## src/rtl/scld_pkg.sv

```systemverilog
`timescale 1ns / 1ps
`default_nettype none
// ----------------------------------------------------------------------------
// scld_pkg
// Shared types and constants for the serial command line decoder.
// ----------------------------------------------------------------------------
package scld_pkg;

  // Line buffer sizing
  localparam int LINE_CAPACITY = 64;
  localparam int CNT_W         = $clog2(LINE_CAPACITY);
  localparam int LEN_W         = 6;
  localparam int HEAD_DEPTH    = 6;

  // Baud argument accumulator
  localparam int                 BAUD_W      = 21;
  localparam int                 BAUD_PROD_W = BAUD_W + 4;
  localparam logic [BAUD_W-1:0]  BAUD_MAX    = 21'd2097151;
  localparam logic [BAUD_W-1:0]  BAUD_OK     = 21'd1000000;
  localparam int                 BAUD_POS    = 4;

  // Radio channel
  localparam int                 CHAN_W     = 5;
  localparam logic [CHAN_W-1:0]  CHAN_LOW   = 5'd11;
  localparam logic [CHAN_W-1:0]  CHAN_HIGH  = 5'd26;
  localparam logic [CHAN_W-1:0]  CHAN_RESET = 5'd20;
  localparam logic [CHAN_W-1:0]  CHAN_NONE  = 5'd0;

  // Characters
  localparam logic [7:0] CH_NL    = 8'h0A;
  localparam logic [7:0] CH_COLON = ":";
  localparam logic [7:0] CH_ZERO  = "0";
  localparam logic [7:0] CH_NINE  = "9";
  localparam logic [7:0] CH_A     = "A";
  localparam logic [7:0] CH_B     = "B";
  localparam logic [7:0] CH_C     = "C";
  localparam logic [7:0] CH_D     = "D";
  localparam logic [7:0] CH_I     = "I";
  localparam logic [7:0] CH_N     = "N";
  localparam logic [7:0] CH_O     = "O";
  localparam logic [7:0] CH_Q     = "Q";
  localparam logic [7:0] CH_R     = "R";
  localparam logic [7:0] CH_S     = "S";
  localparam logic [7:0] CH_T     = "T";

  typedef enum logic [3:0] {
    CMD_NONE       = 4'd0,
    CMD_SET_CHAN   = 4'd1,
    CMD_BEACON_REQ = 4'd2,
    CMD_STOP       = 4'd3,
    CMD_INIT       = 4'd4,
    CMD_BAUD_OK    = 4'd5,
    CMD_BAUD_REJ   = 4'd6,
    CMD_START      = 4'd7,
    CMD_TEST       = 4'd8,
    CMD_SYNTAX_ERR = 4'd9
  } cmd_t;

  // View of the line after the current byte has been stored
  typedef struct packed {
    logic [HEAD_DEPTH-1:0][7:0] head;
    logic [BAUD_W-1:0]          baud;
    logic [LEN_W-1:0]           len;
    logic                       newline;
  } lc_view_t;

  // Decoded command and its side effects
  typedef struct packed {
    cmd_t              cmd;
    logic              chan_set;
    logic [CHAN_W-1:0] chan_val;
    logic              cap_set;
    logic              cap_clr;
    logic              ann_clr;
  } dec_t;

  function automatic logic is_dec(input logic [7:0] c);
    return (c >= CH_ZERO) && (c <= CH_NINE);
  endfunction

endpackage
`default_nettype wire

```

## src/rtl/scld_line_col.sv

```systemverilog
`timescale 1ns / 1ps
`default_nettype none
// ----------------------------------------------------------------------------
// scld_line_col
// Line collector: head bytes, stored count and baud digit accumulator.
// ----------------------------------------------------------------------------
module scld_line_col
  import scld_pkg::*;
(
  input  wire logic       clk,
  input  wire logic       rst_n,
  input  wire logic       adv,
  input  wire logic [7:0] rx_byte,
  output lc_view_t        view
);

  logic [7:0]             head_r [HEAD_DEPTH];
  logic [CNT_W-1:0]       count_r, count_nxt;
  logic [BAUD_W-1:0]      baud_r, baud_nxt;
  logic                   run_r, run_nxt;
  logic                   store;
  logic                   newline;
  logic [CNT_W-1:0]       count_upd;
  logic [BAUD_PROD_W-1:0] prod;

  assign store   = count_r < CNT_W'(LINE_CAPACITY - 1);
  assign newline = rx_byte == CH_NL;

  always_comb begin
    count_upd = store ? count_r + CNT_W'(1) : count_r;
    prod      = (BAUD_PROD_W'(baud_r) << 3) + (BAUD_PROD_W'(baud_r) << 1)
              + BAUD_PROD_W'(rx_byte[3:0]);
    baud_nxt  = baud_r;
    run_nxt   = run_r;
    if (store && (count_r >= CNT_W'(BAUD_POS)) && run_r) begin
      if (is_dec(rx_byte)) begin
        baud_nxt = (prod > BAUD_PROD_W'(BAUD_MAX)) ? BAUD_MAX : prod[BAUD_W-1:0];
      end else begin
        run_nxt = 1'b0;
      end
    end
    count_nxt = count_upd;
    if (newline) begin
      count_nxt = '0;
      baud_nxt  = '0;
      run_nxt   = 1'b1;
    end
  end

  // Head bytes as seen by the decoder, current byte included
  always_comb begin
    for (int i = 0; i < HEAD_DEPTH; i++) begin
      view.head[i] = (store && count_r == CNT_W'(i)) ? rx_byte : head_r[i];
    end
    // newline is never a digit, so the accumulator is already final
    view.baud    = baud_r;
    view.len     = LEN_W'(count_upd);
    view.newline = newline;
  end

  always_ff @(posedge clk) begin
    for (int i = 0; i < HEAD_DEPTH; i++) begin
      if (adv && store && count_r == CNT_W'(i)) begin
        head_r[i] <= rx_byte;
      end
    end
  end

  always_ff @(posedge clk) begin
    if (!rst_n) begin
      count_r <= '0;
      baud_r  <= '0;
      run_r   <= 1'b1;
    end else if (adv) begin
      count_r <= count_nxt;
      baud_r  <= baud_nxt;
      run_r   <= run_nxt;
    end
  end

endmodule
`default_nettype wire

```

## src/rtl/scld_cmd_dec.sv

```systemverilog
`timescale 1ns / 1ps
`default_nettype none
// ----------------------------------------------------------------------------
// scld_cmd_dec
// Command decoder: matches the line head and extracts the channel argument.
// ----------------------------------------------------------------------------
module scld_cmd_dec
  import scld_pkg::*;
(
  input  lc_view_t view,
  output dec_t     dec
);

  logic [HEAD_DEPTH-1:0][7:0] h;
  logic                       is_c, is_brq, is_sto, is_ini, is_brd, is_sta, is_tst;
  logic                       arg3;
  logic [3:0]                 hi, lo;
  logic [6:0]                 val;
  logic                       in_range;

  assign h = view.head;

  always_comb begin
    is_c   = h[0] == CH_C && h[1] == CH_COLON && is_dec(h[2]) && is_dec(h[3]);
    is_brq = h[0] == CH_B && h[1] == CH_R && h[2] == CH_Q;
    is_sto = h[0] == CH_S && h[1] == CH_T && h[2] == CH_O;
    is_ini = h[0] == CH_I && h[1] == CH_N && h[2] == CH_I;
    is_brd = h[0] == CH_B && h[1] == CH_R && h[2] == CH_D && h[3] == CH_COLON;
    is_sta = h[0] == CH_S && h[1] == CH_T && h[2] == CH_A;
    is_tst = h[0] == CH_T && h[1] == CH_S && h[2] == CH_T;
    arg3   = h[3] == CH_COLON && is_dec(h[4]) && is_dec(h[5]);

    // two-digit argument: bytes 2,3 for C:, bytes 4,5 for INI:/STA:
    hi       = is_c ? h[2][3:0] : h[4][3:0];
    lo       = is_c ? h[3][3:0] : h[5][3:0];
    val      = (7'(hi) << 3) + (7'(hi) << 1) + 7'(lo);
    in_range = val >= 7'(CHAN_LOW) && val <= 7'(CHAN_HIGH);

    dec          = '0;
    dec.cmd      = CMD_SYNTAX_ERR;
    dec.chan_val = CHAN_W'(val);
    if (is_c) begin
      dec.cmd      = CMD_SET_CHAN;
      dec.chan_set = in_range;
      dec.ann_clr  = 1'b1;
    end else if (is_brq) begin
      dec.cmd = CMD_BEACON_REQ;
    end else if (is_sto) begin
      dec.cmd     = CMD_STOP;
      dec.cap_clr = 1'b1;
    end else if (is_ini) begin
      dec.cmd      = CMD_INIT;
      dec.chan_set = arg3 && in_range;
      dec.cap_set  = 1'b1;
      dec.ann_clr  = 1'b1;
    end else if (is_brd) begin
      dec.cmd = (view.baud == BAUD_OK) ? CMD_BAUD_OK : CMD_BAUD_REJ;
    end else if (is_sta) begin
      dec.cmd      = CMD_START;
      dec.chan_set = arg3 && in_range;
      dec.cap_set  = 1'b1;
      dec.ann_clr  = 1'b1;
    end else if (is_tst) begin
      dec.cmd = CMD_TEST;
    end
  end

endmodule
`default_nettype wire

```

## src/rtl/serial_command_line_decoder_unit.sv

```systemverilog
`timescale 1ns / 1ps
`default_nettype none
// ----------------------------------------------------------------------------
// serial_command_line_decoder_unit
// Host serial command line decoder, one received byte per beat.
// ----------------------------------------------------------------------------
// Each input beat carries one received byte; each produces exactly one result
// beat. Bytes are collected into a line (up to LINE_CAPACITY-1 stored, the
// rest dropped) and a newline decodes the line as C:nn, BRQ, STO, INI[:nn],
// BRD:digits, STA[:nn] or TST, anything else being a syntax error. The block
// sustains one beat per clock while results are drained: a byte sits in the
// input register, is decoded combinationally against the line state, and its
// result lands in the output register once that register is empty or being
// drained, which raises out_valid. The result register is the only place a
// stalled result waits; while it is held, a single further byte can be taken
// into the input register. No clearing pass runs after reset: the line head
// is read in full, so bytes past the end of a short line may be unset.
// ----------------------------------------------------------------------------
module serial_command_line_decoder_unit
  import scld_pkg::*;
(
  input  wire logic              clk,
  input  wire logic              rst_n,
  // byte channel
  input  wire logic              in_valid,
  output      logic              in_ready,
  input  wire logic [7:0]        in_rx_byte,
  // result channel
  output      logic              out_valid,
  input  wire logic              out_ready,
  output      logic              out_line_done,
  output      logic [3:0]        out_command,
  output      logic [CHAN_W-1:0] out_channel,
  output      logic              out_channel_changed,
  output      logic              out_capture_on,
  output      logic              out_announce_channel,
  output      logic [LEN_W-1:0]  out_line_length
);

  // input register
  logic             s1_valid_r;
  logic [7:0]       s1_byte_r;
  logic             adv;

  // persistent radio state
  logic [CHAN_W-1:0] chan_r, chan_nxt;
  logic [CHAN_W-1:0] ann_r, ann_nxt, ann_base;
  logic              cap_r, cap_nxt;
  logic              announce;
  logic              nl;

  // result register
  logic              out_valid_r;
  logic              out_done_r;
  cmd_t              out_cmd_r;
  logic [CHAN_W-1:0] out_chan_r;
  logic              out_changed_r;
  logic              out_cap_r;
  logic              out_ann_r;
  logic [LEN_W-1:0]  out_len_r;

  lc_view_t view;
  dec_t     dec;

  // a byte advances when the result register is empty or being drained
  assign adv      = s1_valid_r && (!out_valid_r || out_ready);
  assign in_ready = !s1_valid_r || adv;

  scld_line_col u_line_col (
    .clk     (clk),
    .rst_n   (rst_n),
    .adv     (adv),
    .rx_byte (s1_byte_r),
    .view    (view)
  );

  scld_cmd_dec u_cmd_dec (
    .view (view),
    .dec  (dec)
  );

  assign nl = view.newline;

  // channel / capture / announcement update
  always_comb begin
    chan_nxt = (nl && dec.chan_set) ? dec.chan_val : chan_r;
    cap_nxt  = cap_r;
    if (nl && dec.cap_set) begin
      cap_nxt = 1'b1;
    end else if (nl && dec.cap_clr) begin
      cap_nxt = 1'b0;
    end
    ann_base = (nl && dec.ann_clr) ? CHAN_NONE : ann_r;
    announce = cap_nxt && (chan_nxt != ann_base);
    ann_nxt  = announce ? chan_nxt : ann_base;
  end

  always_ff @(posedge clk) begin
    if (!rst_n) begin
      s1_valid_r <= 1'b0;
    end else if (in_ready) begin
      s1_valid_r <= in_valid;
    end
  end

  always_ff @(posedge clk) begin
    if (in_ready && in_valid) begin
      s1_byte_r <= in_rx_byte;
    end
  end

  always_ff @(posedge clk) begin
    if (!rst_n) begin
      chan_r      <= CHAN_RESET;
      ann_r       <= CHAN_NONE;
      cap_r       <= 1'b0;
      out_valid_r <= 1'b0;
    end else begin
      if (adv) begin
        chan_r <= chan_nxt;
        ann_r  <= ann_nxt;
        cap_r  <= cap_nxt;
      end
      if (adv) begin
        out_valid_r <= 1'b1;
      end else if (out_ready) begin
        out_valid_r <= 1'b0;
      end
    end
  end

  // result payload
  always_ff @(posedge clk) begin
    if (adv) begin
      out_done_r    <= nl;
      out_cmd_r     <= nl ? dec.cmd : CMD_NONE;
      out_chan_r    <= chan_nxt;
      out_changed_r <= nl && dec.chan_set;
      out_cap_r     <= cap_nxt;
      out_ann_r     <= announce;
      out_len_r     <= nl ? view.len : '0;
    end
  end

  assign out_valid            = out_valid_r;
  assign out_line_done        = out_done_r;
  assign out_command          = out_cmd_r;
  assign out_channel          = out_chan_r;
  assign out_channel_changed  = out_changed_r;
  assign out_capture_on       = out_cap_r;
  assign out_announce_channel = out_ann_r;
  assign out_line_length      = out_len_r;

  // ---------------------------------------------------------------- checks
  a_done_has_cmd : assert property (@(posedge clk) disable iff (!rst_n)
    out_valid_r && out_done_r |-> out_cmd_r != CMD_NONE)
    else $error("finished line without a command");

  a_idle_fields : assert property (@(posedge clk) disable iff (!rst_n)
    out_valid_r && !out_done_r |->
      out_cmd_r == CMD_NONE && out_len_r == '0 && !out_changed_r)
    else $error("non-newline beat carries line fields");

  a_chan_range : assert property (@(posedge clk) disable iff (!rst_n)
    out_valid_r |-> out_chan_r >= CHAN_LOW && out_chan_r <= CHAN_HIGH)
    else $error("channel out of range");

  a_ann_needs_cap : assert property (@(posedge clk) disable iff (!rst_n)
    out_valid_r && out_ann_r |-> out_cap_r)
    else $error("announcement without capture");

  a_ann_tracks : assert property (@(posedge clk) disable iff (!rst_n)
    adv && announce |=> ann_r == chan_r)
    else $error("announced channel not updated");

endmodule
`default_nettype wire

```

## config.mk

```make
export PLATFORM = sky130hd
export DESIGN_NAME = serial_command_line_decoder_unit
export DESIGN_NICKNAME = d
export VERILOG_FILES = /design/src/rtl/scld_pkg.sv /design/src/rtl/scld_line_col.sv /design/src/rtl/scld_cmd_dec.sv /design/src/rtl/serial_command_line_decoder_unit.sv
export SDC_FILE = /design/constraint.sdc
export NUM_CORES = 1
export LEC_CHECK = 0
export BUFFER_PORTS_ARGS = -buffer_cell sky130_fd_sc_hd__buf_2
export CAP_MARGIN = 30
export CORE_MARGIN = 3
export CORE_UTILIZATION = 57
export CTS_CLUSTER_SIZE = 28
export DETAILED_ROUTE_END_ITERATION = 8
export HOLD_SLACK_MARGIN = 0.02
export PLACE_DENSITY_LB_ADDON = 0.12
export SLEW_MARGIN = 20
export SYNTH_ARGS = -nofsm -noshare
export SYNTH_HDL_FRONTEND = slang
export SYNTH_SLANG_ARGS = --single-unit
```

## constraint.sdc

```tcl
create_clock -name clk -period 5.7 [get_ports clk]
set_clock_uncertainty 0.15 [all_clocks]
set_input_delay 0.57 -clock clk [delete_from_list [all_inputs] [get_ports clk]]
set_output_delay 0.57 -clock clk [all_outputs]
set_load 0.02 [all_outputs]
```

Word-level counts from Yosys, hierarchy flattened
Memory sizes are Yosys's and may differ from the RTL's.
Index checks and enable logic that the tools add are counted.
W data, S select, Z words.
{ "totals": {"regBits": 68, "latchBits": 0, "ramBits": 48, "rom_bits": 0, "inputBits": 12, "output_inout_bits": 21, "elab_cells": 201, "memories": 1} }
{ "classes": {"add_sub_neg": 5, "mul": 0, "n_div": 0, "n_lt_le_gt_ge": 15, "n_eq_ne": 26, "n_shift": 0, "muxes": 71, "n_bitwise": 1, "n_reduce_logical": 63} }
{ "mem_list": {"columns": ["name", "words", "width", "rd", "rd_ports_with_merged_regs", "write_ports", "line", "rtl"], "rows": [
  ["u_line_col.head_r", 6, 8, 6, 0, 1, "scld_line_col.sv:17", "logic [7:0] head_r [HEAD_DEPTH];"]
]} }
{ "ops": {"columns": ["cell", "n"], "rows": [
  ["$eq A8 B7 Y1 const B", 15],
  ["$mux W8", 11],
  ["$mux W21", 4],
  ["$logic_and A1 B1 Y1", 45],
  ["$ge A8 B6 Y1 const B", 5],
  ["$le A8 B6 Y1 const B", 5],
  ["$reduce_or A8 Y1", 5],
  ["$mux W1", 35],
  ["$add A24 B22 Y25", 1],
  ["$add A25 B4 Y25", 1],
  ["$gt A25 B21 Y1 const B", 1],
  ["$eq A21 B20 Y1 const B", 1],
  ["$mux W4", 5],
  ["$mux W3", 6],
  ["$eq A8 B6 Y1 const B", 2],
  ["$mux W5", 3],
  ["$eq A6 B2 Y1 const B", 2],
  ["$eq A6 B3 Y1 const B", 2],
  ["$mux W6", 2],
  ["$mux W2", 5],
  ["$eq A8 B4 Y1 const B", 1],
  ["$add A7 B4 Y7", 1],
  ["$add A7 B5 Y7", 1],
  ["$ge A7 B4 Y1 const B", 1],
  ["other kinds (16)", 21]
]} }

Logic depth before layout (Yosys ltp)
{ "depth": {"word_depth": 24, "mapped_depth": 26, "ltp_nobuf": 25} }

Cells and area by module
From an unflattened synthesis, not the netlist that was laid out.
{ "hier_totals": {"hier_cells": 764, "hier_area_um2": 7639.8} }
{ "by_module_without_submodules": {"columns": ["module", "n_inst", "cells_each", "area_per_inst_um2", "seq_area_each_um2"], "rows": [
  ["scld_line_col", 1, 478, 4927.2, 2001.9],
  ["serial_command_line_decoder_unit", 1, 168, 1865.5, 1071.0],
  ["scld_cmd_dec", 1, 118, 847.1, 0.0]
]} }

Least setup slack after synthesis
Ideal clock, no wire load.
{ "synth_path": {"path_type": "flip-flop to flip-flop", "from": "reg u_line_col.count_r[0]", "to": "reg ann_r[4]", "setup_ns": 0.117, "t_arrival_ns": 5.866, "required_ns": 5.433, "setup_slack_ns": -0.433, "stages_incl_launch_ff": 25, "path_buffers": 0, "synth_period_minus_slack_ns": 6.133, "cell_sequence": "dfxtp_1 -> inv_1 -> ha_1 -> nor3b_4 -> nand3_1 -> a22o_4 -> nor3_2 -> nor2_1 -> a31oi_1 -> o221a_2 -> inv_1 -> fa_1 -> inv_1 -> fa_1 -> a21o_1 -> a21oi_1 -> xor2_1 -> o32ai_1 -> o211ai_1 -> nor2_4 -> mux2i_1 -> mux2_4 -> a31oi_4 -> a221o_2 -> a32o_1"} }
{ "synth_via": {"elab_chain_len": 24, "word_cells_on_any_way": 92, "classes_between": "add/sub: 2; order compare: 11; eq/ne: 20; mux: 27; reduce/logical: 32"} }
{ "synth_rtl": {"columns": ["item", "line", "rtl"], "rows": [
  ["from (decl)", "scld_line_col.sv:18", "logic [CNT_W-1:0] count_r, count_nxt;"],
  ["from (signal assigned)", "scld_line_col.sv:75", "count_r <= count_nxt;"],
  ["$lt A6 B6 Y1, or another cell as far along", "scld_line_col.sv:26", "assign store = count_r < CNT_W'(LINE_CAPACITY - 1);"],
  ["$logic_and A1 B1 Y1", "scld_line_col.sv:53", "view.head[i] = (store && count_r == CNT_W'(i)) ? rx_byte : head_r[i];"],
  ["$mux W8", "scld_line_col.sv:53", null],
  ["$ge A8 B6 Y1, or another cell as far along", "scld_pkg.sv:78", "return (c >= CH_ZERO) && (c <= CH_NINE);"],
  ["$logic_and A1 B1 Y1, on equally long branches", "scld_pkg.sv:78, scld_cmd_dec.sv:24", null],
  ["$logic_and A1 B1 Y1 (2 in series)", "scld_cmd_dec.sv:24", "is_c = h[0] == CH_C && h[1] == CH_COLON && is_dec(h[2]) && is_dec(h[3]);"],
  ["$mux W4", "scld_cmd_dec.sv:34", "hi = is_c ? h[2][3:0] : h[4][3:0];"],
  ["$add A7 B5 Y7", "scld_cmd_dec.sv:36", "val = (7'(hi) << 3) + (7'(hi) << 1) + 7'(lo);"],
  ["[... 7 more ...]", null, null],
  ["$mux W1", "scld_cmd_dec.sv:48", "end else if (is_sto) begin"],
  ["$mux W1", "scld_cmd_dec.sv:46", "end else if (is_brq) begin"],
  ["$mux W2", "scld_cmd_dec.sv:42", "if (is_c) begin"],
  ["$logic_and A1 B1 Y1", "serial_command_line_decoder_unit.sv:86", "chan_nxt = (nl && dec.chan_set) ? dec.chan_val : chan_r;"],
  ["$mux W5", "serial_command_line_decoder_unit.sv:86", null],
  ["$ne A5 B5 Y1", "serial_command_line_decoder_unit.sv:94", "announce = cap_nxt && (chan_nxt != ann_base);"],
  ["$logic_and A1 B1 Y1", "serial_command_line_decoder_unit.sv:94", null],
  ["$mux W5 *", "serial_command_line_decoder_unit.sv:95", "ann_nxt = announce ? chan_nxt : ann_base;"],
  ["to (signal assigned)", "serial_command_line_decoder_unit.sv:121", "ann_r <= ann_nxt;"],
  ["to (decl)", "serial_command_line_decoder_unit.sv:47", "logic [CHAN_W-1:0] ann_r, ann_nxt, ann_base;"]
]} }
Mark *: on every way between the ends. The rest lies on a longest branch, timed or not.
A chain may end at the register's enable or synchronous reset.

==> impl.org <==
** CTS
- In this run the number of H-tree levels came out at 4.
- Insertion delay to the later sink of the worst-skew pair :: 0.42 ns
- After clock tree synthesis, the clock-pin slew on the worst setup and hold paths is 0.06 ns.
- The clock passes through at most 2 buffers.
- Clock sinks :: 116
- TritonCTS created 17 clock buffers.
- The number of hold buffers added after CTS was 0.
- TritonCTS built the clock tree.
- CTS root buf :: sky130_fd_sc_hd__clkbuf_16

** STA
- Headroom to the max-slew limit came out at 43.82%.
- Setup repair after global routing missed its margin :: yes
- Slew at the pin closest to its max-slew limit :: 0.8427 ns
- The final count of pins violating max slew is 0.
- Final period utilization :: 102.1%
- The number of hold violations in the final report is 0.
- Final worst setup slack :: -0.1183 ns
- Setup violators final :: 5
- The worst path in the final design needs a cycle of 5.818 ns, including I/O delays and setup.
- Max Clock Freq :: 171.9 MHz

** Detailed routing
- The detailed router finished its first iteration with 476 violations.
- Dividing the detail-routed wire length by the instance count gives 19.52 um.
- Count of unresolved DRC violations after routing :: 0
- Vias per std cell :: 6.231
- For this run, the detailed router's first-pass iteration total came to 5.
- In this run the remaining antenna-violating nets after routing total 0.
- After detailed routing, the total wire length is 20.98 mm.
- The detailed router placed 6698 vias in this run.

** Power and ir drop
- The share of total power dissipated in combinational logic is 7.6%.
- Of the total power, registers draw 43.5%.
- Reported leakage power :: 3.790 nW
- Power spread over the standard cell area amounts to 226.0 nW/um^2.
- Sw frac :: 23.67%
- Cell internal power was estimated by the tool at 1.624 mW.
- VDD IR max :: 0.1684 mV
- Clock share of power :: 49.0%
- Switching power :: 0.5035 mW
- Overall power consumption after layout is estimated at 2.127 mW.

** Floorplan
- Floorplan core area :: 12770 um^2
- Die extent in x :: 120.9 um
- For this configuration, the core starts out at a cell density of 58.86%.
- Die extent in y :: 120.9 um
- The floorplan step defined a die boundary enclosing 14600 um^2.
- The initialized floorplan defines 41 standard-cell rows.
- I/O pin cnt :: 33

** Synth
- Sequential elements use 40.87% of the synthesized area.
- The mapped netlist covers 7518 um^2.
- Area fraction in compound gates after synthesis :: 19.32%
- Counting flops and latches in the post-synthesis netlist gives 116.
- Yosys mapped the design onto 94 distinct sky130hd cell types.
- For this run, the number of Yosys warnings is 0.
- Fraction of synthesized cell area in xor and xnor cells :: 2.896%
- After synthesis, the largest family of logic cells by area is simple AND/OR/NAND/NOR gates.
- Syn Inst Count :: 755
- Adder-cell area share of the yosys netlist :: 9.885%
- Area share of and/or/nand/nor cells after synthesis :: 21.80%
- Post-synthesis net count :: 824
- In this run, synthesis inferred 75 flip-flops with an integrated enable.
- Each instance of the synthesized netlist takes up on average 9.958 um^2.
- Multiplexer cells account for 1.747% of the synthesized area.
- Of all flip-flops after synthesis, the portion carrying an async set or reset was 0%.
- Most used DFF post-synth :: sky130_fd_sc_hd__edfxtp_1

** Placement
- Once detailed placement completed, the half-perimeter wirelength came to 15.47 mm.
- At the end of routability-driven placement, the weighted congestion stood at 0.9611.
- Total placed instance area :: 8517 um^2
- The count of buffers added on input and output ports is 32.

** GRT
- Number of antenna violations at the first check in global routing :: 0
- Global routing used 29.84% of the available tracks across all layers.
- Via count of the first global-routing pass :: 6691
- Wire length of the first global-routing pass :: 34.13 mm
- Aggregate global routing overflow :: 0
- Entering global routing, the biggest net connects 35 pins.

** Cells and area
- Fraction of layout instances using a drive strength above 1 :: 28.90%
- Final net count :: 959
- Once layout is done, the placed cells without fillers occupy 9414 um^2.
- Relative to the synthesized area, the layout overhead comes to 25.21%.
- The number of antenna diodes in the final layout is 0.
- FILL cells :: 922
- Sequential cell area :: 3080 um^2
- Summing all multi-input logic gate instances after layout gives 4394 um^2.

** Worst setup path
- WP buf/inv :: 5
- STA puts the critical path data required time at 5.86 ns.
- CP dominant cell by count :: sky130_fd_sc_hd__buf_4
- Critical path fanouts, max :: 6
- The slowest stage of the critical path is the sky130_fd_sc_hd__nor4bb_2 cell.
- Crit path kind :: flip-flop to flip-flop
- Category of the worst setup path launch point :: flip-flop
- Critical-path cell list :: nor4bb_2 -> o211ai_2 -> a22o_4 -> nor3_4 -> buf_6 -> buf_4 -> a31oi_4 -> o221a_4 -> buf_4 -> ha_1 -> ha_1 -> fa_2 -> a21o_1 -> a21oi_2 -> xor2_1 -> o32ai_2 -> o211ai_1 -> buf_4 -> buf_4 -> nor4b_1 -> o21ai_1 -> a31oi_4 -> a21oi_4 -> a32o_1
- The cell family contributing the most delay on the critical path is compound AO/OA/AOI/OAI gates.
- Signal arrival time at the worst endpoint :: 5.98 ns
- The worst setup path is captured at a flip-flop.
- CP peak stage delay :: 0.43 ns

** Worst hold path
- Type of the most critical hold path :: input pin to flip-flop

** Job
- Max-cap violations :: 0

** Status
- Status :: finished with violations
- The final reports fail on setup timing.
[layer usage]
| metal | vias up | wire [um] | GRT usage (%) |
|---|---|---|---|
| li1 | 3154 | - | - |
| met1 | 3224 | 8451 | 35.61 |
| met2 | 265 | 10760 | 53.35 |
| met3 | 55 | 1138 | 4.988 |
| met4 | 0 | 635 | 11.97 |
| met5 | - | 0 | 0 |
[power by group through the flow]
stage,Clock [mW],Sequential [mW],Combinational [mW]
after floorplan,0,0.953,0.0717
after global placement,0,0.941,0.147
after detailed placement,0,0.942,0.149
after CTS,1.05,0.925,0.159
after global routing,1.09,0.926,0.173
final,1.04,0.925,0.161
[cells in the mapped netlist (5+ instances only)]
| cell | instances | area share, % |
|---|---|---|
| sky130_fd_sc_hd__xor2_1 | 9 | 1.0 |
| sky130_fd_sc_hd__nor4b_1 | 9 | 1.0 |
| sky130_fd_sc_hd__dfxtp_1 | 41 | 11 |
| sky130_fd_sc_hd__nor2_1 | 58 | 2.9 |
| sky130_fd_sc_hd__nor4bb_1 | 10 | 1.3 |
| sky130_fd_sc_hd__nand2_1 | 74 | 3.7 |
| sky130_fd_sc_hd__edfxtp_1 | 75 | 30 |
| sky130_fd_sc_hd__a21boi_0 | 5 | 0.50 |
| sky130_fd_sc_hd__mux2i_1 | 6 | 0.80 |
| sky130_fd_sc_hd__a21oi_1 | 30 | 2.0 |
| sky130_fd_sc_hd__nand3_1 | 20 | 1.3 |
| sky130_fd_sc_hd__or2_2 | 7 | 0.58 |
| sky130_fd_sc_hd__a21o_1 | 8 | 0.80 |
| sky130_fd_sc_hd__o21ai_1 | 7 | 0.47 |
| sky130_fd_sc_hd__inv_1 | 30 | 1.5 |
| sky130_fd_sc_hd__ha_1 | 53 | 8.8 |
| sky130_fd_sc_hd__o211ai_1 | 11 | 1.1 |
| sky130_fd_sc_hd__and3_1 | 5 | 0.42 |
| sky130_fd_sc_hd__o31ai_1 | 7 | 0.70 |
| sky130_fd_sc_hd__xnor2_1 | 14 | 1.6 |
| sky130_fd_sc_hd__clkbuf_1 | 19 | 0.95 |
| sky130_fd_sc_hd__a32o_1 | 5 | 0.67 |
| sky130_fd_sc_hd__o21ai_0 | 48 | 3.2 |
| sky130_fd_sc_hd__nor2b_1 | 9 | 0.75 |
| sky130_fd_sc_hd__nor3_1 | 29 | 1.9 |
| sky130_fd_sc_hd__nand4_1 | 18 | 1.5 |
| sky130_fd_sc_hd__buf_2 | 5 | 0.33 |
| sky130_fd_sc_hd__nor3b_1 | 8 | 0.80 |
| sky130_fd_sc_hd__a31oi_1 | 8 | 0.67 |
| sky130_fd_sc_hd__and2_1 | 10 | 0.83 |
[cell usage in the layout, fill, tap and decap left out, drive strengths merged, types with 13 or more instances in the layout]
master	count
o21ai	56
xnor2	15
nor2	60
nand2	74
dfxtp	41
edfxtp	75
a21oi	31
nor3	30
inv	33
clkbuf	17
buf	145
nand3	20
ha	53
o211ai	13
nand4	19
[state kept, by name (all words and copies together) (netlist names), 4 cells and up]
signal              count
u_line_col.head_r      48
u_line_col.baud_r      21
s1_byte_r               8
out_line_length         6
u_line_col.count_r      6
ann_r                   5
chan_r                  5
out_channel             5
out_command             4
[final cells by class]
class                   instances  share of cell area, %
repair buffers                145                  10.91
clock inverters                15                  1.661
inverters                      30                  1.223
multi-input cells             580                  46.68
clock buffers                  17                  4.519
flip-flops and latches        116                  32.72
well taps                     172                  2.286
[path summary, 6_finish.rpt]
path | start | endpoint | slack, ns | cells past startpoint
worst max-delay path | u_line_col.head_r[2][7]$_DFFE_PP_ | ann_r[3]$_SDFFE_PN0P_ | -0.12 | 24
worst min register to register | cap_r$_SDFFE_PN0P_ | cap_r$_SDFFE_PN0P_ | 0.36 | 1
worst min-delay path | in_rx_byte[4] | s1_byte_r[4]$_DFFE_PP_ | 0.17 | 1
worst max register to register | u_line_col.head_r[2][7]$_DFFE_PP_ | ann_r[3]$_SDFFE_PN0P_ | -0.12 | 24
[kinds of logic after synthesis]
family	Yosys count
AND/OR/NAND/NOR	293
adder cells (fa/ha/maj)	57
XOR/XNOR	24
flip-flops	116
buffers and inverters	59
multiplexers	11
AO/OA/AOI/OAI	195
[through the flow]
| stage | instances | hold slack (ns) | util (%) | setup WS (ns) | setup TNS [ns] |
|---|---|---|---|---|---|
| after global routing | 1075 | 0.1675 | 73.70 | -0.3487 | -1.908 |
| after CTS | 1071 | 0.1615 | 73.35 | -0.01831 | -0.05580 |
| final | 1075 | 0.1737 | 73.70 | -0.1183 | -0.5046 |
| after floorplan | 755 | 0.3137 | - | -0.02974 | -0.1134 |
| after global placement | 1024 | 0.3298 | 66.68 | -0.1213 | -0.5897 |
| after detailed placement | 1024 | 0.3428 | 66.68 | -0.2941 | -1.601 |
[what timing repair did]
action,4_1_cts,5_1_grt
setup buffers,16,3
endpoints found under the setup margin,6,27
gates resized for setup,36,4
pin swaps,27,5
(Power assumes the default switching activity.)
